File: config.mk
export PLATFORM = sky130hd
export DESIGN_NAME = savitzky_golay_smoother
export DESIGN_NICKNAME = d
export VERILOG_FILES = /design/src/hdl/sgs_pkg.sv /design/src/hdl/sgs_ctrl.sv /design/src/hdl/sgs_datapath.sv /design/src/hdl/savitzky_golay_smoother.sv
export SDC_FILE = /design/constraint.sdc
export NUM_CORES = 1
export LEC_CHECK = 0
export BUFFER_PORTS_ARGS = -buffer_cell sky130_fd_sc_hd__buf_4
export CORE_AREA = 5 5 202 204
export CTS_BUF_LIST = sky130_fd_sc_hd__clkbuf_8 sky130_fd_sc_hd__clkbuf_16
export DETAILED_ROUTE_END_ITERATION = 10
export DIE_AREA = 0 0 207 209
export PLACE_DENSITY = 0.71
export SLEW_MARGIN = 40
export SYNTH_ARGS = -nofsm -noshare
export SYNTH_HDL_FRONTEND = slang
export SYNTH_HIERARCHICAL = 1
export SYNTH_SLANG_ARGS = --single-unit
File: constraint.sdc
create_clock -name clk -period 20 [get_ports clk]
set_clock_uncertainty 0.1 [all_clocks]
set_input_delay 1 -clock clk [delete_from_list [all_inputs] [get_ports clk]]
set_output_delay 1 -clock clk [all_outputs]
set_load 0.1 [all_outputs]
File: src/hdl/sgs_pkg.sv
// Shared types and constants for the Savitzky-Golay smoother.
package sgs_pkg;

  // Sample width and saturation limits
  localparam int SMP_W   = 16;
  localparam int SMP_MAX = 32767;
  localparam int SMP_MIN = -32768;

  // Row and column indexes cover the largest supported window (31)
  localparam int IDX_W = 5;

  // Commands from the controller to the datapath
  typedef struct packed {
    logic             shift;     // take the accepted sample into the window
    logic             issue;     // one multiply-accumulate term this cycle
    logic [IDX_W-1:0] row;       // weight table row of the current result
    logic [IDX_W-1:0] col;       // window column of the current term
    logic             run_last;  // current result closes the request's run
    logic             load_err;  // load the frame-too-short result
  } sgs_cmd_t;

  // Status from the datapath to the controller
  typedef struct packed {
    logic out_busy;  // output register holds a result not yet taken
    logic row_done;  // a dot product lands in the output register now
  } sgs_stat_t;

endpackage

File: src/hdl/sgs_ctrl.sv
// Sequencer: frame fill tracking, row scheduling and term issue.
module sgs_ctrl #(
  parameter int WINDOW = 7
) (
  input  logic              clk,
  input  logic              rst_n,
  input  logic              in_tvalid,
  output logic              in_tready,
  input  logic              in_tlast,
  input  sgs_pkg::sgs_stat_t stat,
  output sgs_pkg::sgs_cmd_t  cmd
);

  localparam int FW     = $clog2(WINDOW + 1);
  localparam int IW     = $clog2(WINDOW);
  localparam int HALF_W = (WINDOW - 1) / 2;

  typedef enum logic [2:0] {
    ST_IDLE,
    ST_ROW_WAIT,
    ST_ROW_RUN,
    ST_ROW_DRAIN,
    ST_ERR_WAIT
  } state_t;

  state_t        state_r, state_nxt;
  logic [FW-1:0] fill_r, fill_nxt;
  logic [IW-1:0] row_r, row_nxt;
  logic [IW-1:0] row_end_r, row_end_nxt;
  logic [IW-1:0] col_r, col_nxt;
  logic          accept;
  logic          full_now;
  logic          first_fill;

  assign accept     = in_tvalid && (state_r == ST_IDLE);
  assign full_now   = fill_r >= FW'(WINDOW - 1);
  assign first_fill = fill_r == FW'(WINDOW - 1);

  // Next state and counters
  always_comb begin
    state_nxt   = state_r;
    fill_nxt    = fill_r;
    row_nxt     = row_r;
    row_end_nxt = row_end_r;
    col_nxt     = col_r;
    unique case (state_r)
      ST_IDLE: begin
        if (accept) begin
          if (in_tlast) begin
            fill_nxt = '0;
          end else if (fill_r < FW'(WINDOW)) begin
            fill_nxt = fill_r + FW'(1);
          end
          if (full_now) begin
            row_nxt     = first_fill ? '0 : IW'(HALF_W);
            row_end_nxt = in_tlast ? IW'(WINDOW - 1) : IW'(HALF_W);
            state_nxt   = ST_ROW_WAIT;
          end else if (in_tlast) begin
            state_nxt = ST_ERR_WAIT;
          end
        end
      end
      ST_ROW_WAIT: begin
        if (!stat.out_busy) begin
          col_nxt   = '0;
          state_nxt = ST_ROW_RUN;
        end
      end
      ST_ROW_RUN: begin
        if (col_r == IW'(WINDOW - 1)) begin
          state_nxt = ST_ROW_DRAIN;
        end else begin
          col_nxt = col_r + IW'(1);
        end
      end
      ST_ROW_DRAIN: begin
        if (stat.row_done) begin
          if (row_r == row_end_r) begin
            state_nxt = ST_IDLE;
          end else begin
            row_nxt   = row_r + IW'(1);
            state_nxt = ST_ROW_WAIT;
          end
        end
      end
      ST_ERR_WAIT: begin
        if (!stat.out_busy) begin
          state_nxt = ST_IDLE;
        end
      end
      default: state_nxt = ST_IDLE;
    endcase
  end

  // Hold state and counters
  always_ff @(posedge clk) begin
    if (!rst_n) begin
      state_r   <= ST_IDLE;
      fill_r    <= '0;
      row_r     <= '0;
      row_end_r <= '0;
      col_r     <= '0;
    end else begin
      state_r   <= state_nxt;
      fill_r    <= fill_nxt;
      row_r     <= row_nxt;
      row_end_r <= row_end_nxt;
      col_r     <= col_nxt;
    end
  end

  // Drive commands
  assign in_tready    = (state_r == ST_IDLE);
  assign cmd.shift    = accept;
  assign cmd.issue    = (state_r == ST_ROW_RUN);
  assign cmd.row      = sgs_pkg::IDX_W'(row_r);
  assign cmd.col      = sgs_pkg::IDX_W'(col_r);
  assign cmd.run_last = (row_r == row_end_r);
  assign cmd.load_err = (state_r == ST_ERR_WAIT) && !stat.out_busy;

endmodule

File: src/hdl/sgs_datapath.sv
// Datapath: sample window, weight ROM, MAC pipeline and output register.
module sgs_datapath #(
  parameter int WINDOW         = 7,
  parameter int POLY_ORDER     = 2,
  parameter int COEF_FRAC_BITS = 14
) (
  input  logic                       clk,
  input  logic                       rst_n,
  input  sgs_pkg::sgs_cmd_t          cmd,
  output sgs_pkg::sgs_stat_t         stat,
  input  logic [sgs_pkg::SMP_W-1:0]  in_sample,
  output logic [sgs_pkg::SMP_W-1:0]  out_smoothed,
  output logic                       out_run_last,
  output logic                       out_too_short,
  output logic                       out_valid,
  input  logic                       out_ready
);

  localparam int IW     = $clog2(WINDOW);
  localparam int HALF_W = (WINDOW - 1) / 2;
  localparam int CW     = COEF_FRAC_BITS + 2;
  localparam int PW     = sgs_pkg::SMP_W + CW;
  localparam int ACC_W  = PW + $clog2(WINDOW) + 1;

  localparam logic signed [ACC_W-1:0] SAT_HI = ACC_W'(sgs_pkg::SMP_MAX);
  localparam logic signed [ACC_W-1:0] SAT_LO = ACC_W'(sgs_pkg::SMP_MIN);
  localparam logic signed [ACC_W-1:0] RND    = ACC_W'(1) <<< (COEF_FRAC_BITS - 1);

  // ---- Elaboration-time weight table ----

  // Restoring division, one quotient bit per step
  function automatic longint unsigned udiv(input longint unsigned num,
                                           input longint unsigned den);
    longint unsigned quo;
    longint unsigned rem;
    quo = 0;
    rem = 0;
    for (int i = 63; i >= 0; i--) begin
      rem = {rem[62:0], num[i]};
      if (rem >= den) begin
        rem    = rem - den;
        quo[i] = 1'b1;
      end
    end
    return quo;
  endfunction

  // Truncating signed division by a positive value
  function automatic longint sdiv(input longint num, input longint den);
    longint unsigned mag;
    longint unsigned quo;
    mag = (num < 0) ? longint'(-num) : num;
    quo = udiv(mag, den);
    return (num < 0) ? -longint'(quo) : longint'(quo);
  endfunction

  // Integer square root, two bits per step
  function automatic longint unsigned isqrt(input longint unsigned val);
    longint unsigned v;
    longint unsigned res;
    longint unsigned bitv;
    v    = val;
    res  = 0;
    bitv = 64'd1 << 62;
    while (bitv > v) bitv = bitv >> 2;
    while (bitv != 0) begin
      if (v >= res + bitv) begin
        v   = v - (res + bitv);
        res = (res >> 1) + bitv;
      end else begin
        res = res >> 1;
      end
      bitv = bitv >> 2;
    end
    return res;
  endfunction

  // Recurrence weight beta_k in Q56, long division 8 bits per step
  function automatic longint unsigned beta_q56(input longint unsigned k);
    longint unsigned w;
    longint unsigned num;
    longint unsigned den;
    longint unsigned val;
    longint unsigned rem;
    longint unsigned q;
    w   = longint'(WINDOW);
    num = k * k * (w * w - k * k);
    den = 4 * (4 * k * k - 1);
    val = udiv(num, den);
    rem = num - val * den;
    for (int i = 0; i < 7; i++) begin
      rem = rem << 8;
      q   = udiv(rem, den);
      val = (val << 8) | q;
      rem = rem - q * den;
    end
    return val;
  endfunction

  function automatic longint clampq(input longint v);
    longint lim;
    lim = longint'(1) << 29;
    if (v > lim) return lim;
    if (v < -lim) return -lim;
    return v;
  endfunction

  // One weight: sum over orthonormal polynomials at offsets r and c
  function automatic longint coef_entry(input int r, input int c);
    longint          lim;
    longint          acc;
    longint          pr, pc, cr, cc, nr, nc;
    longint          sp, sn;
    longint          xr, xc;
    longint unsigned mag;
    int              sh;
    lim = longint'(1) << COEF_FRAC_BITS;
    if (POLY_ORDER >= WINDOW - 1) return (r == c) ? lim : 0;
    acc = 0;
    pr  = 0;
    pc  = 0;
    cr  = longint'(isqrt(udiv(64'd1 << 56, longint'(WINDOW))));
    cc  = cr;
    sp  = 0;
    xr  = longint'(r - HALF_W);
    xc  = longint'(c - HALF_W);
    for (int k = 0; k <= POLY_ORDER; k++) begin
      acc = acc + cr * cc;
      if (k < POLY_ORDER) begin
        sn = longint'(isqrt(beta_q56(longint'(k + 1))));
        if (sn < 1) sn = 1;
        nr = clampq(sdiv(xr * cr * (longint'(1) << 28) - sp * pr, sn));
        nc = clampq(sdiv(xc * cc * (longint'(1) << 28) - sp * pc, sn));
        pr = cr;
        pc = cc;
        cr = nr;
        cc = nc;
        sp = sn;
      end
    end
    sh  = 56 - COEF_FRAC_BITS;
    mag = (acc < 0) ? longint'(-acc) : acc;
    mag = (mag + (64'd1 << (sh - 1))) >> sh;
    if (mag > longint'(lim)) mag = lim;
    return (acc < 0) ? -longint'(mag) : longint'(mag);
  endfunction

  logic signed [CW-1:0] coef_rom [WINDOW][WINDOW];

  for (genvar gr = 0; gr < WINDOW; gr++) begin : g_row
    for (genvar gc = 0; gc < WINDOW; gc++) begin : g_col
      assign coef_rom[gr][gc] = CW'(coef_entry(gr, gc));
    end
  end

  // ---- Sample window ----

  logic signed [sgs_pkg::SMP_W-1:0] win_r [WINDOW];

  // Shift the window by one on each accepted request, newest at the top
  always_ff @(posedge clk) begin
    if (cmd.shift) begin
      for (int i = 0; i < WINDOW - 1; i++) win_r[i] <= win_r[i + 1];
      win_r[WINDOW - 1] <= in_sample;
    end
  end

  // ---- MAC pipeline ----

  logic [IW-1:0]                    row_i;
  logic [IW-1:0]                    col_i;
  logic signed [CW-1:0]             coef_a_r;
  logic signed [sgs_pkg::SMP_W-1:0] samp_a_r;
  logic                             va_r, fa_r, la_r;
  logic signed [PW-1:0]             prod_b_r;
  logic                             vb_r, fb_r, lb_r;
  logic signed [ACC_W-1:0]          acc_r;
  logic                             vc_r, lc_r;

  assign row_i = cmd.row[IW-1:0];
  assign col_i = cmd.col[IW-1:0];

  // Fetch weight and sample
  always_ff @(posedge clk) begin
    coef_a_r <= coef_rom[row_i][col_i];
    samp_a_r <= win_r[col_i];
    fa_r     <= (col_i == '0);
    la_r     <= (col_i == IW'(WINDOW - 1));
  end

  // Multiply
  always_ff @(posedge clk) begin
    prod_b_r <= coef_a_r * samp_a_r;
    fb_r     <= fa_r;
    lb_r     <= la_r;
  end

  // Accumulate, restart on the first term of a row
  always_ff @(posedge clk) begin
    if (vb_r) begin
      acc_r <= fb_r ? ACC_W'(prod_b_r) : acc_r + ACC_W'(prod_b_r);
    end
    lc_r <= lb_r;
  end

  // Advance term valid flags
  always_ff @(posedge clk) begin
    if (!rst_n) begin
      va_r <= 1'b0;
      vb_r <= 1'b0;
      vc_r <= 1'b0;
    end else begin
      va_r <= cmd.issue;
      vb_r <= va_r;
      vc_r <= vb_r;
    end
  end

  // ---- Round, saturate and output register ----

  logic signed [ACC_W-1:0]          rnd_sum;
  logic signed [ACC_W-1:0]          rnd_val;
  logic signed [sgs_pkg::SMP_W-1:0] sat_val;
  logic                             row_done;
  logic                             out_valid_r;
  logic [sgs_pkg::SMP_W-1:0]        out_smoothed_r;
  logic                             out_run_last_r;
  logic                             out_too_short_r;

  assign row_done = vc_r && lc_r;
  assign rnd_sum  = acc_r + RND;
  assign rnd_val  = rnd_sum >>> COEF_FRAC_BITS;

  always_comb begin
    if (rnd_val > SAT_HI) begin
      sat_val = sgs_pkg::SMP_W'(sgs_pkg::SMP_MAX);
    end else if (rnd_val < SAT_LO) begin
      sat_val = sgs_pkg::SMP_W'(sgs_pkg::SMP_MIN);
    end else begin
      sat_val = rnd_val[sgs_pkg::SMP_W-1:0];
    end
  end

  // Load a finished result or the error result
  always_ff @(posedge clk) begin
    if (row_done) begin
      out_smoothed_r  <= sat_val;
      out_run_last_r  <= cmd.run_last;
      out_too_short_r <= 1'b0;
    end else if (cmd.load_err) begin
      out_smoothed_r  <= '0;
      out_run_last_r  <= 1'b1;
      out_too_short_r <= 1'b1;
    end
  end

  // Hold output valid until the receiver takes it
  always_ff @(posedge clk) begin
    if (!rst_n) begin
      out_valid_r <= 1'b0;
    end else if (row_done || cmd.load_err) begin
      out_valid_r <= 1'b1;
    end else if (out_ready) begin
      out_valid_r <= 1'b0;
    end
  end

  assign out_valid     = out_valid_r;
  assign out_smoothed  = out_smoothed_r;
  assign out_run_last  = out_run_last_r;
  assign out_too_short = out_too_short_r;
  assign stat.out_busy = out_valid_r;
  assign stat.row_done = row_done;

endmodule

File: src/hdl/savitzky_golay_smoother.sv
// Top level of the Savitzky-Golay smoother: controller plus datapath.
//
// Input stream: one signed 16-bit sample per request on in_tdata, in_tlast
// marking the last sample of a frame. Output stream: smoothed samples on
// out_tdata, out_tlast on the last result caused by one input request,
// out_tuser high on the single result of a frame shorter than WINDOW.
// A frame of n >= WINDOW samples yields n results in sample order: the
// WINDOW-th sample releases the leading edge rows and the centre row, each
// later sample one centre row, and the last sample also the trailing rows.
// Each smoothed result is one dot product over WINDOW terms by a single
// multiply-accumulate unit with fetch, multiply and accumulate stages; the
// next dot product starts only once the last reaches the output register,
// so a request's results, and the (WINDOW - 1) / 2 extra ones at a frame
// edge, come one after another. A sample that releases no result leaves
// in_tready high. The weights are a ROM built at elaboration. in_tready
// is high only while the controller is idle, not computing or waiting to
// load a result; a stalled receiver holds the output register and, through
// it, the start of the next dot product. Reset empties the pipeline and
// output register and starts a new frame; the window needs no clearing.
module savitzky_golay_smoother #(
  parameter int WINDOW         = 7,
  parameter int POLY_ORDER     = 2,
  parameter int COEF_FRAC_BITS = 14
) (
  input  logic        clk,
  input  logic        rst_n,
  input  logic        in_tvalid,
  output logic        in_tready,
  input  logic [15:0] in_tdata,   // [15:0] sample
  input  logic        in_tlast,   // frame_end
  output logic        out_tvalid,
  input  logic        out_tready,
  output logic [15:0] out_tdata,  // [15:0] smoothed
  output logic        out_tlast,  // run_last
  output logic        out_tuser   // [0] too_short
);

  sgs_pkg::sgs_cmd_t  cmd;
  sgs_pkg::sgs_stat_t stat;

  sgs_ctrl #(
    .WINDOW (WINDOW)
  ) u_ctrl (
    .clk       (clk),
    .rst_n     (rst_n),
    .in_tvalid (in_tvalid),
    .in_tready (in_tready),
    .in_tlast  (in_tlast),
    .stat      (stat),
    .cmd       (cmd)
  );

  sgs_datapath #(
    .WINDOW         (WINDOW),
    .POLY_ORDER     (POLY_ORDER),
    .COEF_FRAC_BITS (COEF_FRAC_BITS)
  ) u_datapath (
    .clk           (clk),
    .rst_n         (rst_n),
    .cmd           (cmd),
    .stat          (stat),
    .in_sample     (in_tdata),
    .out_smoothed  (out_tdata),
    .out_run_last  (out_tlast),
    .out_too_short (out_tuser),
    .out_valid     (out_tvalid),
    .out_ready     (out_tready)
  );

endmodule

==> summary.txt <==
STA
  – Setup_tns: 0 ps
  – Hold_ws: approximately 230 ps
  – Relative slew slack: 0.4852
  – Tmin final: between 6000 and 7000 ps
  – Hold Fails Final Rpt: 0
  – Slew Limit Fails: 0
  – Setup Viol. Count Final: 0
  – RSZ-0062 raised after global routing: no
  – Highest clock rate: 147.0 MHz
  – Final critical-path share of the clock period: 0.3400
  – Worst-margin pin slew: 771.2 ps
  – Final Worst Setup Slack: 13200 ps

Clock network
  – Root Driver: clkbuf_16
  – Post-CTS Setup Bufs: 0
  – CTS tree: built
  – Num CTS Buffers: 27
  – CTS H-tree depth: 1
  – Clk Latency, worst-skew pair: 560 ps
  – Clk buf depth: 3
  – Hold_buf cts: 0
  – Resized Gates After CTS: 0
  – Clk sinks: 250
  – Clock transition at the registers of the reported paths: approximately 60 ps

Min path
  – Hold Path End: u_datapath/fb_r
  – Hold wc startpoint: u_datapath/fa_r
  – Hold WC Path Type: reg -> reg
  – Hold Path Cell Cnt: 0

Synth
  – Avg Cell Area, Syn: around 10 um^2
  – Synth Instances: 2006
  – Ys Warns: 6
  – Synthesized Nets: approximately 2.4k
  – Synth Cell Area: 20960 um^2

Setup path
  – CP Max Fanout: 16
  – Reg2reg start: u_datapath/coef_a_r[14]
  – CP startpoint kind: register
  – Reg2reg path depth: 22
  – Most used cell, CP: fa_1
  – Crit path cell chain: nand2_1, inv_1, fa_1, inv_1, fa_1, inv_1, fa_1, fa_1, fa_1, inv_1, fa_1, inv_1, ha_1, a21oi_1, o21ai_1, nor2_1, a311oi_1, o31a_1, o31a_1, o21a_1, nor2_2, xnor2_1
  – WP data required: 20350 ps
  – Type of element capturing the critical path: register
  – CP arrival: 7150 ps
  – Slowest-stage cell, CP: dfxtp_1
  – Worst R2R End: u_datapath/prod_b_r[30]
  – Slowest Stage Delay on Critical Path: 660 ps
  – CP Class: reg -> reg
  – Worst reg2reg setup slack: 13200 ps

Cells and area
  – Antenna diodes: 0
  – Seq. cell area: 6663 um^2
  – Filler instances: 3334
  – Final Util: 0.5776
  – Nets: 2417
  – Layout cells sized above 1: 0.07870
  – Layout area overhead: 7.738%
  – Multi-input combinational cell area: around 13000 um^2
  – Final Cell Area: approximately 23000 um^2

GRT
  – Initial antenna violation count: 0
  – Global route overflow: 0
  – First-pass GRT wire length: 71980 um
  – Via count of the first global-routing pass: 14.28k
  – GRT Util Overall: 0.1985
  – Largest net degree at the start of global routing: 74

Pwr
  – Pleak: 9.869 nW
  – Int Pwr: 1.542 mW
  – Cell area power density: roughly 120 nW/um^2
  – Switching Share: 0.4114
  – Logic pwr share: 0.546
  – VDD IR-drop max: 0.0001107 V
  – Clock power frac: 0.188
  – P_sw: 1.078 mW
  – Part of the power in registers: 0.266

Routing
  – Iter 0 DRT Violations: ~950
  – Post-DR wirelength/cell: 16.60 um
  – Final wirelength: 42470 um
  – Pre-Repair DR Iteration Count: 5
  – Vias: 13.80k
  – Vias per inst: about 5.4
  – ANT nets after route: 0
  – DRC viols: 0

Floorplanning
  – Core Rows: 73
  – Die span in y: 209 um
  – Ports: 41
  – Die Wd: 207 um
  – Core Footprint: slightly below 40000 um^2
  – DIE AREA: 43260 um^2
  – Initial Utilization: 0.5361

Place
  – PortBufs: 40
  – Final HPWL DP: 32640 um
  – Post-DP Area: about 22000 um^2
  – GPL Wtd Cong: 0.9557
  – DP Worst Slack: 13180 ps

Flow run
  – Max-cap check violation count: 0

Outcome
  – Status: finished clean
## area by class of cell
type | instances | share of cell area
flip-flops and latches | 250 | 0.2951
multi-input cells | 1345 | 0.5634
clock buffers | 30 | 0.03225
inverters | 341 | 0.05680
well taps | 525 | 0.02909
clock inverters | 20 | 0.007038
repair buffers | 47 | 0.01635
## placed cells by master (no fill, tap or decap), types with 20 or more instances in the layout
| cell type | instances |
|---|---|
| a21o_1 | 20 |
| a21oi_1 | 85 |
| and2_1 | 92 |
| buf_4 | 45 |
| clkbuf_16 | 28 |
| dfxtp_1 | 82 |
| edfxtp_1 | 165 |
| fa_1 | 249 |
| ha_1 | 135 |
| inv_1 | 343 |
| nand2_1 | 214 |
| nand2b_1 | 20 |
| nand3_1 | 27 |
| nor2_1 | 71 |
| o21ai_0 | 99 |
| xnor2_1 | 39 |
| xor2_1 | 40 |
## power by group through the flow
stage	clock, mW	sequential [mW]	combinational (mW)
2_1_floorplan	0	0.706	1.16
3_3_place_gp	0	0.704	1.39
3_5_place_dp	0	0.707	1.43
4_1_cts	0.507	0.696	1.44
5_1_grt	0.530	0.704	1.64
6_report	0.492	0.697	1.43
## worst max-delay path: cells and delay by family (launching register included)
kind,cells,cell delay (ps)
buf+inv,5,830
compound gates,6,1310
flops,1,660
simple gates,3,290
xor+xnor,1,110
fa+ha+maj,7,3380
## how the worst max path moves through the flow
stage	start	end	slack (ps)	cells past startpoint
finish	u_datapath/coef_a_r[14]	u_datapath/prod_b_r[30]	13200	22
floorplan	u_datapath/coef_a_r[14]	u_datapath/prod_b_r[30]	13760	23
CTS	u_datapath/coef_a_r[14]	u_datapath/prod_b_r[30]	13180	22
detailed placement	u_datapath/coef_a_r[14]	u_datapath/prod_b_r[30]	13180	22
global route	u_datapath/coef_a_r[14]	u_datapath/prod_b_r[30]	12700	22
global placement	u_datapath/coef_a_r[14]	u_datapath/prod_b_r[30]	13350	22
## sequential cells by signal (all words and copies together) (netlist names), 3 cells and up
signal	cells
u_datapath/samp_a_r	16
u_ctrl/state_r	3
u_ctrl/row_end_r	3
u_datapath/win_r	112
u_ctrl/fill_r	3
u_ctrl/row_r	3
u_datapath/coef_a_r	12
u_datapath/acc_r	36
u_datapath/out_smoothed	16
u_datapath/prod_b_r	32
u_ctrl/col_r	3
## through the flow
step                cells  power (mW)
finish               2558       2.619
global route         2558       2.875
detailed placement   2508       2.136
CTS                  2558       2.639
global placement     2507       2.090
floorplan            2006       1.865
## routing by layer
layer  global-route usage  wire (um)  part of all wire
met5                    0          0                 0
met3              0.02943       2240             0.053
met2               0.3279      19850              0.47
met4              0.05381       1105             0.026
met1               0.2777      19270              0.45
Note: power is estimated with default switching activity, not from simulation.
